<file path="config.mk">
export PLATFORM = sky130hd
export DESIGN_NAME = dpid_sqrt_cell
export DESIGN_NICKNAME = d
export VERILOG_FILES = /design/src/hw/rtl/dpid_pkg.sv /design/src/hw/rtl/dpid_sqrt_cell.sv
export SDC_FILE = /design/constraint.sdc
export NUM_CORES = 1
export LEC_CHECK = 0
export BUFFER_PORTS_ARGS = -buffer_cell sky130_fd_sc_hd__buf_2
export CORE_ASPECT_RATIO = 1.1
export CORE_UTILIZATION = 45
export CTS_BUF_LIST = sky130_fd_sc_hd__clkbuf_8
export DETAILED_ROUTE_END_ITERATION = 7
export PLACE_DENSITY = 0.76
export SETUP_SLACK_MARGIN = 0.2
export SYNTH_ARGS = -nofsm -noshare
export SYNTH_HDL_FRONTEND = slang
export SYNTH_SLANG_ARGS = --single-unit
</file>
<file path="constraint.sdc">
create_clock -name clk -period 5.3 [get_ports clk]
set_input_delay 0.795 -clock clk [delete_from_list [all_inputs] [get_ports clk]]
set_output_delay 0.795 -clock clk [all_outputs]
set_load 0.01 [all_outputs]
</file>
<file path="src/hw/rtl/dpid_pkg.sv">
// Shared types and constants for the dual-polarization intensity decimator.
// No dependencies; imported by every module of the block.
package dpid_pkg;

  // Field and datapath widths
  localparam int SAMPLE_W = 16;           // one signed sample component
  localparam int SQ_W     = 2 * SAMPLE_W - 1; // square of a 16-bit value, at most 2^30
  localparam int POW_W    = 2 * SAMPLE_W; // re^2 + im^2, at most 2^31
  localparam int RAD_W    = 2 * POW_W;    // Px^2 + Py^2, at most 2^63
  localparam int ROOT_W   = RAD_W / 2;    // integer square root
  localparam int REM_W    = ROOT_W + 2;   // partial remainder, at most 2*root
  localparam int ACC_W    = 40;           // group sum
  localparam int CFG_W    = 9;            // decimation factor register

  // One square-root cell per result bit
  localparam int SQRT_CELLS = ROOT_W;

  // Defaults
  localparam int unsigned DEF_MAX_FACTOR = 256;
  localparam logic [CFG_W-1:0] FACTOR_RESET = CFG_W'(1);

  // Data handed from one square-root cell to the next
  typedef struct packed {
    logic [RAD_W-1:0]  rad;   // radicand bits not yet consumed, top aligned
    logic [REM_W-1:0]  rem;   // running remainder
    logic [ROOT_W-1:0] root;  // root bits found so far
    logic              eos;   // end of subband mark riding along
  } sqrt_bus_t;

  // Handshake status from the group accumulator back to the pipeline
  typedef struct packed {
    logic adv;    // whole pipeline may move this cycle
    logic emit;   // the sample at the accumulator closes a group
  } acc_stat_t;

endpackage

</file>
<file path="src/hw/rtl/dpid_sqrt_cell.sv">
// One cell of the square-root chain: settles one root bit from two radicand bits.
// Uses dpid_pkg for the bus between cells.
module dpid_sqrt_cell
  import dpid_pkg::*;
(
  input  logic      clk,
  input  logic      rst_n,
  input  logic      en,
  input  logic      in_valid,
  input  sqrt_bus_t in_bus,
  output logic      out_valid,
  output sqrt_bus_t out_bus
);

  localparam int TW = REM_W + 2;

  logic [TW-1:0] rem_sh, trial, diff;
  logic          take;
  sqrt_bus_t     bus_r, bus_nxt;
  logic          vld_r;

  // Bring down the next two radicand bits and try root*4+1
  assign rem_sh = {in_bus.rem, in_bus.rad[RAD_W-1 -: 2]};
  assign trial  = TW'({in_bus.root, 2'b01});
  assign take   = rem_sh >= trial;
  assign diff   = rem_sh - trial;

  always_comb begin
    bus_nxt      = in_bus;
    bus_nxt.rad  = in_bus.rad << 2;
    bus_nxt.rem  = take ? diff[REM_W-1:0] : rem_sh[REM_W-1:0];
    bus_nxt.root = {in_bus.root[ROOT_W-2:0], take};
  end

  always_ff @(posedge clk) begin
    if (!rst_n) begin
      vld_r <= 1'b0;
    end else if (en) begin
      vld_r <= in_valid;
    end
  end

  always_ff @(posedge clk) begin
    if (en) begin
      bus_r <= bus_nxt;
    end
  end

  assign out_valid = vld_r;
  assign out_bus   = bus_r;

endmodule

</file>
* After elaboration in Yosys (flattened, before gate mapping) *
Cells that the tools add are included.

word-level totals
  flip-flop bits (word level) = 130
  input port bits = 135
  output and inout port bits = 132
  logic and storage cells = 8

operators by class
  add/subtract/negate cells = 1
  order comparisons = 1
  muxes and demuxes = 1

operators by type and width
  cell            count
  $ge 36x34->1    1
  $mux 34         1
  $sub 34x34->34  1

* Longest topological paths before layout *
  word-level depth = 2
  depth in mapped cells = 13
  gate-level depth less buffers = 10

* Worst setup path before layout *
Ideal clock, no wire load.

  kind = input -> register
  from = in in_bus[28] (netlist bit)
  to = reg bus_r (netlist bit out_bus[36]) (data pin)
  arrival = 2,915 ps
  required time = 5,038 ps
  path slack = 2,123 ps
  cell stages on the path = 10
  path buffers = 1
  cells stage by stage = inv_1 -> ha_1 -> a21o_1 -> a21o_1 -> a21o_1 -> a311o_1 -> a211oi_1 -> o21a_1 -> buf_4 -> mux2_1

RTL lines
  element               RTL line              RTL
  from (decl)           dpid_sqrt_cell.sv:10  input sqrt_bus_t in_bus,
  to (signal assigned)  dpid_sqrt_cell.sv:45  bus_r <= bus_nxt;
  to (decl)             dpid_sqrt_cell.sv:19  sqrt_bus_t bus_r, bus_nxt;

==> results.cfg <==
[clock_network]
numCtsBuffers = 17
holdBufCountCts = 0
postCtsSetupBuffers = 0
cts_resized = 0
clockBufferDepth = 2
cts_root_buf = clkbuf_8
h-tree-depth = 4
cts.clk_slew.worst_paths_ns = 0.07
cts.sinks = 130
clk_latency_ns = 0.43
cts_tree = yes

[sta]
drv_slew = 0
rsz0062_at_grt = false
hold_ws_ns = 0.524
slew_headroom_pct = 49.6
worstMarginPinSlew_ns = 0.756
hold_viol = 0
finalClockSkew_ns = 0
max_freq_ghz = 0.283
finalCritPeriodShare_pct = 66.8
finalSetupViolations = 0
finalCriticalPeriod_ns = 3.54
setup_ws_ns = 1.76
tns_ns = 0

[drt]
drt_wl_total_mm = 16.5
drt_iter0_drc = 335
routedWlPerCell_um = 17.0
drt_drc_violations_left = 0
viasPerCell = 5.19
vias = 5017
dr.pass1.iters = 5
ant_nets = 0

[power_and_ir_drop]
power_mw = 2.82
p_leak_nw = 3.74
p_per_area_mw_per_mm2 = 341
vdd_drop_max_uv = 145

[layout]
area.sequential_mm2 = 0.00389
fin_nets = 939
fillCellCount = 1118
fin_cells = 967
drive_gt1_share_pct = 39.0
final_cell_mix = buf_2 (263), edfxtp_1 (129), nand2_1 (48)
final_area_mm2 = 0.00826
areaGrowthSynthToFinish_pct = 31.4
finish.utilization_pct = 61.5
multi_input_area_mm2 = 0.00217
layout_commonest_cell = buf_2

[placed_design]
dpl.hpwl_mm = 12.5
placed_area_mm2 = 0.00779
pre_cts_ws_ns = 1.26
port-buffer-count = 264
dp_cells = 935
gp_congestion = 0.866

[synthesis]
avgSynthCellArea_um2 = 12.6
async_reset_ff_share_pct = 0
synth_top_cell_by_area = edfxtp_1
ys_seq_area_share_pct = 61.9
synthTopCellsByArea = edfxtp_1 (62%), ha_1 (6.8%), nand2_1 (2.9%), a21o_1 (2.5%), o21ai_1 (2.5%)
yosys_warnings = 0
yosysUniqueCellTypes = 58
synth-edff-count = 129
synthCells = 498
synth_flop_cell = edfxtp_1
synth_top_area_share_pct = 61.6
ys_ff_latch = 130
synth_area_mm2 = 0.00629

[floorplan]
dieArea_mm2 = 0.0144
fp-row-count = 44
core_mm2 = 0.0134
pin_count = 267
die_y_um = 126
die_w_um = 115
initial_core_util_pct = 46.8

[global_routing]
met1_usage_pct = 24.9
grt_usage_pct = 22.6
overflow = 0
grt_pass1_wl_mm = 24.4
antenna_found_initial = 2
grt_start_max_net_pins = 79
use_met2_pct = 40.2
grt_pass1_vias = 4872
grt-busiest-layer = met2
grt_use_met3_pct = 6.30

[min_path]
hp-class = flip-flop to flip-flop

[worst_setup_path]
cp_num_buf_inv = 3
path_delay_family = compound AO/OA/AOI/OAI gates
path_class = input port to flip-flop
cp-start-kind = input port
crit_chain = buf_2, inv_1, ha_1, a21o_1, o41ai_1, o211ai_1, a211oi_1, o21a_2, buf_4, o21ai_1
slowest_delay_ns = 0.67
required_ns = 5.48
cp-end-kind = flip-flop
cp_max_fo = 38
cpMaxStageDelayCell = o21a_2
crit_arrival_ns = 3.72

[run_status]
status = complete, no violations

[job]
drv_cap = 0
## metal layers
| metal | routed length [um] | share of wire [%] | up-vias |
|---|---|---|---|
| met3 | 1200 | 7.3 | 34 |
| met5 | 13 | 0.079 | - |
| met4 | 384 | 2.3 | 2 |
| met2 | 8440 | 51 | 221 |
| li1 | - | - | 2389 |
| met1 | 6420 | 39 | 2371 |
## Yosys cell counts, types with 2 or more instances
cell type	count
edfxtp_1	129
nand2_1	48
inv_1	41
ha_1	34
o21ai_1	31
a21oi_1	26
a21o_1	21
xor2_1	16
nor2_1	14
o21ai_0	12
xnor2_1	12
and3_1	9
nor3_1	8
nand4_1	7
and2_1	6
buf_2	6
nand2b_1	6
a31oi_1	5
clkbuf_1	5
mux2i_1	4
nand3_1	4
buf_4	3
mux2_1	3
nor2b_1	3
o211ai_1	3
o31ai_1	3
o41ai_1	3
a21boi_0	2
a311oi_4	2
a31o_1	2
o221ai_1	2
o31a_1	2
## kinds of logic after synthesis
group / count (synthesis) / synth area share, %
DFF: 130 / 61.9
AOI/OAI and AO/OA: 129 / 13.7
and+or+nand+nor: 113 / 8.78
buffers and inverters: 56 / 3.64
adders and majority gates: 34 / 6.77
xor gates and xnor gates: 28 / 3.90
muxes: 7 / 1.17
other: 1 / 0.0597
## path summary, 6_finish.rpt
check             from     endpoint  slack (ns)  depth (start not counted)
max          in_bus[8]  out_bus[47]        1.76                         10
min          out_valid    out_valid        0.52                          2
max reg2reg  out_valid    out_valid        4.71                          2
min reg2reg  out_valid    out_valid        0.52                          2
## worst min-delay path, delay by kind of cell, from the launching register on
family           cells  cell delay, ns
DFF                  1            0.33
muxes                1            0.06
and+or+nand+nor      1            0.10
## flip-flops by register name (all words and copies together) (netlist names)
| name | flops |
|---|---|
| out_bus | 129 |
| out_valid | 1 |
## report_power, final
part	switching, mW	internal (mW)	total (mW)	leakage [nW]
clock	0.393	0.604	0.996	0.231
sequential	0.0239	1.26	1.28	1.27
combinational	0.315	0.225	0.540	2.24
total	0.732	2.09	2.82	3.74
## cell type report
cell class	count	share of cell area (%)
antenna	1	0.0303
clock buffer	17	2.83
clock inverter	14	2.83
inverter	42	1.91
multi-input combinational	313	26.2
sequential	130	47.1
tap	184	2.79
timing repair buffer	266	16.2
Note: power is estimated with default switching activity, not from simulation.
