File: src/hw/rtl/dpid_pkg.sv
// Shared types and constants for the dual-polarization intensity decimator.
// No dependencies; imported by every module of the block.
package dpid_pkg;

  // Field and datapath widths
  localparam int SAMPLE_W = 16;           // one signed sample component
  localparam int SQ_W     = 2 * SAMPLE_W - 1; // square of a 16-bit value, at most 2^30
  localparam int POW_W    = 2 * SAMPLE_W; // re^2 + im^2, at most 2^31
  localparam int RAD_W    = 2 * POW_W;    // Px^2 + Py^2, at most 2^63
  localparam int ROOT_W   = RAD_W / 2;    // integer square root
  localparam int REM_W    = ROOT_W + 2;   // partial remainder, at most 2*root
  localparam int ACC_W    = 40;           // group sum
  localparam int CFG_W    = 9;            // decimation factor register

  // One square-root cell per result bit
  localparam int SQRT_CELLS = ROOT_W;

  // Defaults
  localparam int unsigned DEF_MAX_FACTOR = 256;
  localparam logic [CFG_W-1:0] FACTOR_RESET = CFG_W'(1);

  // Data handed from one square-root cell to the next
  typedef struct packed {
    logic [RAD_W-1:0]  rad;   // radicand bits not yet consumed, top aligned
    logic [REM_W-1:0]  rem;   // running remainder
    logic [ROOT_W-1:0] root;  // root bits found so far
    logic              eos;   // end of subband mark riding along
  } sqrt_bus_t;

  // Handshake status from the group accumulator back to the pipeline
  typedef struct packed {
    logic adv;    // whole pipeline may move this cycle
    logic emit;   // the sample at the accumulator closes a group
  } acc_stat_t;

endpackage

File: src/hw/rtl/dpid_accum.sv
// Group accumulator, sample counter and output register.
// Uses dpid_pkg; drives the pipeline advance signal.
module dpid_accum
  import dpid_pkg::*;
#(
  parameter int unsigned MAX_FACTOR = DEF_MAX_FACTOR
) (
  input  logic              clk,
  input  logic              rst_n,
  input  logic              in_valid,
  input  logic [ROOT_W-1:0] in_root,
  input  logic              in_eos,
  input  logic [CFG_W-1:0]  factor,
  input  logic              out_tready,
  output logic              out_tvalid,
  output logic [ACC_W-1:0]  out_tdata,
  output acc_stat_t         stat
);

  localparam int CNT_W = (MAX_FACTOR > 1) ? $clog2(MAX_FACTOR) : 1;
  localparam int CMP_W = (CNT_W + 1 > CFG_W) ? CNT_W + 1 : CFG_W;

  logic [ACC_W-1:0] acc_r, acc_nxt, sum;
  logic [CNT_W-1:0] cnt_r, cnt_nxt;
  logic [CMP_W-1:0] cfg_ext, f_eff, cnt_inc;
  logic             close, emit, adv;
  logic             out_valid_r, out_valid_nxt;
  logic [ACC_W-1:0] out_data_r, out_data_nxt;

  // Effective factor: zero acts as one, clamp to the maximum
  assign cfg_ext = CMP_W'(factor);
  always_comb begin
    if (factor == '0) begin
      f_eff = CMP_W'(1);
    end else if (cfg_ext > CMP_W'(MAX_FACTOR)) begin
      f_eff = CMP_W'(MAX_FACTOR);
    end else begin
      f_eff = cfg_ext;
    end
  end

  assign cnt_inc = CMP_W'(cnt_r) + CMP_W'(1);
  assign close   = cnt_inc >= f_eff;
  assign emit    = in_valid && close;
  assign sum     = acc_r + ACC_W'(in_root);

  // Hold the pipeline only when a closing sample meets an untaken result
  assign adv       = !(out_valid_r && !out_tready && emit);
  assign stat.adv  = adv;
  assign stat.emit = emit;

  // Accumulate, close the group, drop a partial group at end of subband
  always_comb begin
    acc_nxt = acc_r;
    cnt_nxt = cnt_r;
    if (in_valid && adv) begin
      if (close) begin
        acc_nxt = '0;
        cnt_nxt = '0;
      end else begin
        acc_nxt = sum;
        cnt_nxt = cnt_inc[CNT_W-1:0];
      end
      if (in_eos) begin
        acc_nxt = '0;
        cnt_nxt = '0;
      end
    end
  end

  // Output register: load on a closing sample, release when taken
  always_comb begin
    out_data_nxt = out_data_r;
    if (emit && adv) begin
      out_valid_nxt = 1'b1;
      out_data_nxt  = sum;
    end else if (out_tready) begin
      out_valid_nxt = 1'b0;
    end else begin
      out_valid_nxt = out_valid_r;
    end
  end

  always_ff @(posedge clk) begin
    if (!rst_n) begin
      acc_r       <= '0;
      cnt_r       <= '0;
      out_valid_r <= 1'b0;
    end else begin
      acc_r       <= acc_nxt;
      cnt_r       <= cnt_nxt;
      out_valid_r <= out_valid_nxt;
    end
  end

  always_ff @(posedge clk) begin
    out_data_r <= out_data_nxt;
  end

  assign out_tvalid = out_valid_r;
  assign out_tdata  = out_data_r;

endmodule

File: config.mk
export PLATFORM = sky130hd
export DESIGN_NAME = dpid_accum
export DESIGN_NICKNAME = d
export VERILOG_FILES = /design/src/hw/rtl/dpid_pkg.sv /design/src/hw/rtl/dpid_accum.sv
export SDC_FILE = /design/constraint.sdc
export NUM_CORES = 1
export LEC_CHECK = 0
export BUFFER_PORTS_ARGS = -buffer_cell sky130_fd_sc_hd__buf_2
export CAP_MARGIN = 25
export CORE_MARGIN = 3
export CORE_UTILIZATION = 62
export CTS_BUF_LIST = sky130_fd_sc_hd__clkbuf_2 sky130_fd_sc_hd__clkbuf_4 sky130_fd_sc_hd__clkbuf_8
export DETAILED_ROUTE_END_ITERATION = 8
export PLACE_DENSITY = 0.86
export SYNTH_ARGS = -nofsm -noshare
export SYNTH_HDL_FRONTEND = slang
export SYNTH_SLANG_ARGS = --single-unit
File: constraint.sdc
create_clock -name clk -period 11.8 [get_ports clk]
set_clock_uncertainty 0.15 [all_clocks]
set_input_delay 2.36 -clock clk [delete_from_list [all_inputs] [get_ports clk]]
set_output_delay 2.36 -clock clk [all_outputs]
set_load 0.02 [all_outputs]
* After elaboration in Yosys (flattened, before gate mapping)
Index checks and enable logic that the tools add are counted.
** Storage, ports and cells
- Input port bits :: 46
- Output and inout bits :: 43
- Bits in registers :: 89
** Operators by class
- Order comparisons :: 2
- Mux-type cells :: 8
- Add/subtract/negate cells :: 2
- Reduce and logical (&&, ||, !) cells :: 9
** Operators by type and width (count)
- 2-to-1 mux 40 bit :: 2
- adder 40 x 32 -> 40 bit :: 1
- 2-to-1 mux 9 bit :: 2
- 2-to-1 mux 8 bit :: 2
- adder 8 x 1 -> 9 bit, second input constant :: 1
- >= comparator 9 bit :: 1
- > comparator 9 bit, second input constant :: 1
- zero test 9 bit :: 1
- logical AND 1 bit :: 5
- zero test 1 bit :: 2
- 2-to-1 mux 1 bit :: 2
- nonzero test 2 bit :: 1

* Longest topological paths before layout
- Depth after elaboration :: 9
- Mapped depth :: 14
- Gate-level depth less buffers :: 12

* Least setup slack after synthesis
No wires, ideal clock.
- Kind :: input to output
- From :: input port factor[4]
- To :: output port stat[1] (netlist bit)
- Setup slack :: 5433 ps
- Required time :: 9290 ps
- Data arrival time :: 3857 ps
- Stages on the path :: 12
- Cell sequence :: nor4_1 > a21oi_1 > nor2_1 > ha_1 > nor2b_1 > o21ai_0 > a21oi_1 > nand2_1 > nand2_1 > inv_1 > nand2_1 > buf_4
** On the way
- Cells in the longest elaborated chain, start to end :: 7
- Elaborated cells on any way between the ends :: 8
** Ends and longest elaborated chain
- from (decl) :: line dpid_accum.sv:13 : input logic [CFG_W-1:0] factor,
- > comparator 9 bit :: line dpid_accum.sv:35 : end else if (cfg_ext > CMP_W'(MAX_FACTOR)) begin
- 2-to-1 mux 9 bit :: line dpid_accum.sv:35
- 2-to-1 mux 9 bit (*) :: line dpid_accum.sv:33 : if (factor == '0) begin
- >= comparator 9 bit (*) :: line dpid_accum.sv:43 : assign close = cnt_inc >= f_eff;
- logical AND 1 bit (*) :: line dpid_accum.sv:44 : assign emit = in_valid && close;
- named net emit :: line dpid_accum.sv:26 : logic close, emit, adv;
- logical AND 1 bit (*) :: line dpid_accum.sv:48 : assign adv = !(out_valid_r && !out_tready && emit);
- zero test 1 bit (*) :: line dpid_accum.sv:48
- to (decl) :: line dpid_accum.sv:17 : output acc_stat_t stat
The timed path passes the listed nets; every way through them passes the cells marked *.

==> run metrics <==
chip width=101 microns; Final Core Density=0.735; initial antenna violation count=0; Initial Utilization=0.656; n_diodes=0; Slew Limit Headroom=0.333; ys flop type=dfxtp_1; area delta synth->final=11.9%; fillers=648; Clock Latency Late Sink=0.35 ns; gr ovfl total=0; Post-synth EDFFs=40; root cell of the clock tree=clkbuf_8; sw frac=0.285; Pins Over Slew Limit=0; Worst path max stage delay=0.44 ns; Critical Path Most Common Cell=nand2_1; post-synthesis cell area=5560 sq um; top cell family by delay on the critical path=simple AND/OR/NAND/NOR gates; sequential power share=0.489; Place WS=4.93 ns; Routed WL=14200 microns; area of the core=8460 sq um; half-perimeter wire length after placement=10800 microns; row cnt=33; min Tclk post-route=6.86 ns; CTS tree=yes; Worst-Margin Slew=1.00 ns; Pwr per Cell Area=111 nW/um^2; Clock Power Share=0.319; vias in the first global route=4719; fraction of layout instances using a drive strength above 1=0.178; Crit. End Element=output port; fin crit share=0.582; non-filler cells, final=781; final setup vio count=0; Critical Path RT=9.29 ns; clock buffer depth=2; drt first-iter violations=326; CP Max Fanout=7; Hold-fix buffers, CTS=0; status=finished clean; Post-CTS Resized=0; Avg WL per Cell=18.2 microns; P_sw=0.000198 W; max-cap viol count=0; Inst Count DP=765; number of buffers created by CTS=9; RSZ-0062 raised after global routing=false; Worst path slowest cell=a21oi_1; Vias per Instance=6.32; Yosys reg bits=89; PnR worst setup slack=4.94 ns; ANT nets after route=0; Die Ht=101 microns; Critical path buffers and inverters=3; area occupied by multi-input gates=3140 sq um; Worst Hold Class=reg -> reg; Static Leak=2.55 nW; share of synthesized registers carrying an async set or reset=0; VDD IR max=0.0000646 V; Seq/Total Area, Yosys=0.393; Synth Instances=597; first-pass GRT wire length=22700 microns; commonest cells after routing, fill and taps aside=buf_2 (88), a21oi_1 (55), nand2_1 (54), dfxtp_1 (49), ha_1 (42); YS warnings=0; Fmax achieved=146 MHz; Reg clk slew, reported paths=0.09 ns; Comb power frac=0.193; ordered list of cells on the worst path=buf_2 -> nor4_1 -> a21oi_1 -> nor2_1 -> ha_1 -> nor2b_1 -> o21ai_0 -> a21oi_1 -> nand2_1 -> nand2_1 -> inv_1 -> nand2_1 -> buf_2; setup_tns=0 ns; total setup buffers inserted after CTS=0; dpl cell area=6010 sq um; post-route DRC violation count=0; Setup CP Type=in -> out; Nets=760; CP Data Arrival Time=4.35 ns; GPL Wtd Cong=0.918; syn_nets=686; die area=10100 sq um; largest net degree at the start of global routing=28; commonest non-fill, non-tap cell in the layout=buf_2; final non-filler cell area=6220 sq um; Reg area=2180 sq um; I/O Pins=89; Total GRT Usage=0.281; # clock sinks=89; H-tree depth=3; Yosys cell types=61; via count=4937; PortBufs=88; drt first pass iters=6; Internal Power=0.000495 W; Critical Path Source Type=input pin; Avg Inst Size Synth=9.31 sq um; Final Hold Fails=0
routing by layer:
metal,up-vias,GRT usage,part of all wire
li1,2358,-,-
met1,2323,0.374,0.43
met2,227,0.468,0.47
met3,29,0.0471,0.077
met4,0,0.0881,0.020
met5,-,0,0
flip-flops by register name, indices dropped and copies added (netlist names):
name and count:
out_tvalid 1, cnt_r 8, out_tdata 40, acc_r 40
stage by stage:
| step | total power, W | hold slack (ns) |
|---|---|---|
| CTS | 0.000692 | 0.339 |
| detailed placement | 0.000475 | 0.319 |
| global route | 0.000720 | 0.355 |
| floorplan | 0.000442 | 0.292 |
| finish | 0.000693 | 0.340 |
| global placement | 0.000471 | 0.315 |
area by class of cell:
class,count,share of cell area
clock inverter,4,0.00825
tap,105,0.0211
timing repair buffer,91,0.0777
inverter,19,0.0115
clock buffer,12,0.0256
sequential,89,0.351
multi-input combinational,461,0.505
cell families (layout without fill, tap and decap cells):
kind of cell	after synthesis	count (layout)	synth area share
AO/OA/AOI/OAI	192	192	0.225
XOR/XNOR	43	43	0.0678
adder cells (fa/ha/maj)	43	43	0.0982
flip-flops	89	89	0.393
multiplexers	1	1	0.00180
buffers and inverters	47	126	0.0448
AND/OR/NAND/NOR	182	182	0.170
power groups by stage:
stage | registers [W] | clock network (W) | logic [W]
final | 0.000338 | 0.000221 | 0.000134
after global routing | 0.000339 | 0.000234 | 0.000147
after CTS | 0.000338 | 0.000222 | 0.000131
after detailed placement | 0.000345 | 0 | 0.000130
after global placement | 0.000345 | 0 | 0.000126
after floorplan | 0.000348 | 0 | 0.0000947
worst min-delay path: cells and delay by family, from the launching register on:
kind	cells	cell delay [ns]
flip-flops	1	0.33
AO/OA/AOI/OAI	1	0.06
AND/OR/NAND/NOR	1	0.05
synthesized netlist by cell type, types with 2 or more instances:
master      n  area share
and3_1     17       0.019
o31ai_1     2      0.0027
and2_1      3      0.0034
o21ba_2     2      0.0036
o21bai_1    4      0.0054
inv_1      18       0.012
dfxtp_1    49        0.18
a22o_1     15       0.024
buf_2       4      0.0036
a211oi_1    5      0.0068
a21boi_0    3      0.0041
nand3_1    12       0.011
nor3_1     10      0.0090
or4_1       3      0.0041
o211a_1     2      0.0036
nor4_1      2      0.0023
a211o_1     2      0.0032
nand3b_1    5      0.0068
buf_6       6       0.012
buf_4       6      0.0081
a21o_1      3      0.0041
or3_1       3      0.0034
nand2_1    54       0.036
o21a_1      3      0.0041
nand2b_1    6      0.0068
nor2b_1    22       0.025
o2111ai_1   2      0.0032
o211ai_1    8       0.011
edfxtp_1   40        0.22
xnor2_1    30       0.047
a22oi_1    17       0.023
a21boi_1    7      0.0095
nor2_1     26       0.018
a32oi_1     2      0.0032
a31oi_1     9       0.010
a21oi_1    55       0.050
o21ai_0    35       0.032
xor2_1     13       0.020
ha_1       42       0.095
nand4_1    13       0.015
clkbuf_1   11      0.0074
o21ai_1     7      0.0063
final timing paths:
check / startpoint / end / slack, ns / depth (start not counted)
worst min-delay path: acc_r[1] / acc_r[1] / 0.34 / 2
worst max-delay path: factor[4] / stat[1] / 4.94 / 13
worst max register to register: cnt_r[0] / acc_r[33] / 7.82 / 13
worst min register to register: acc_r[1] / acc_r[1] / 0.34 / 2
(Power assumes the default switching activity.)
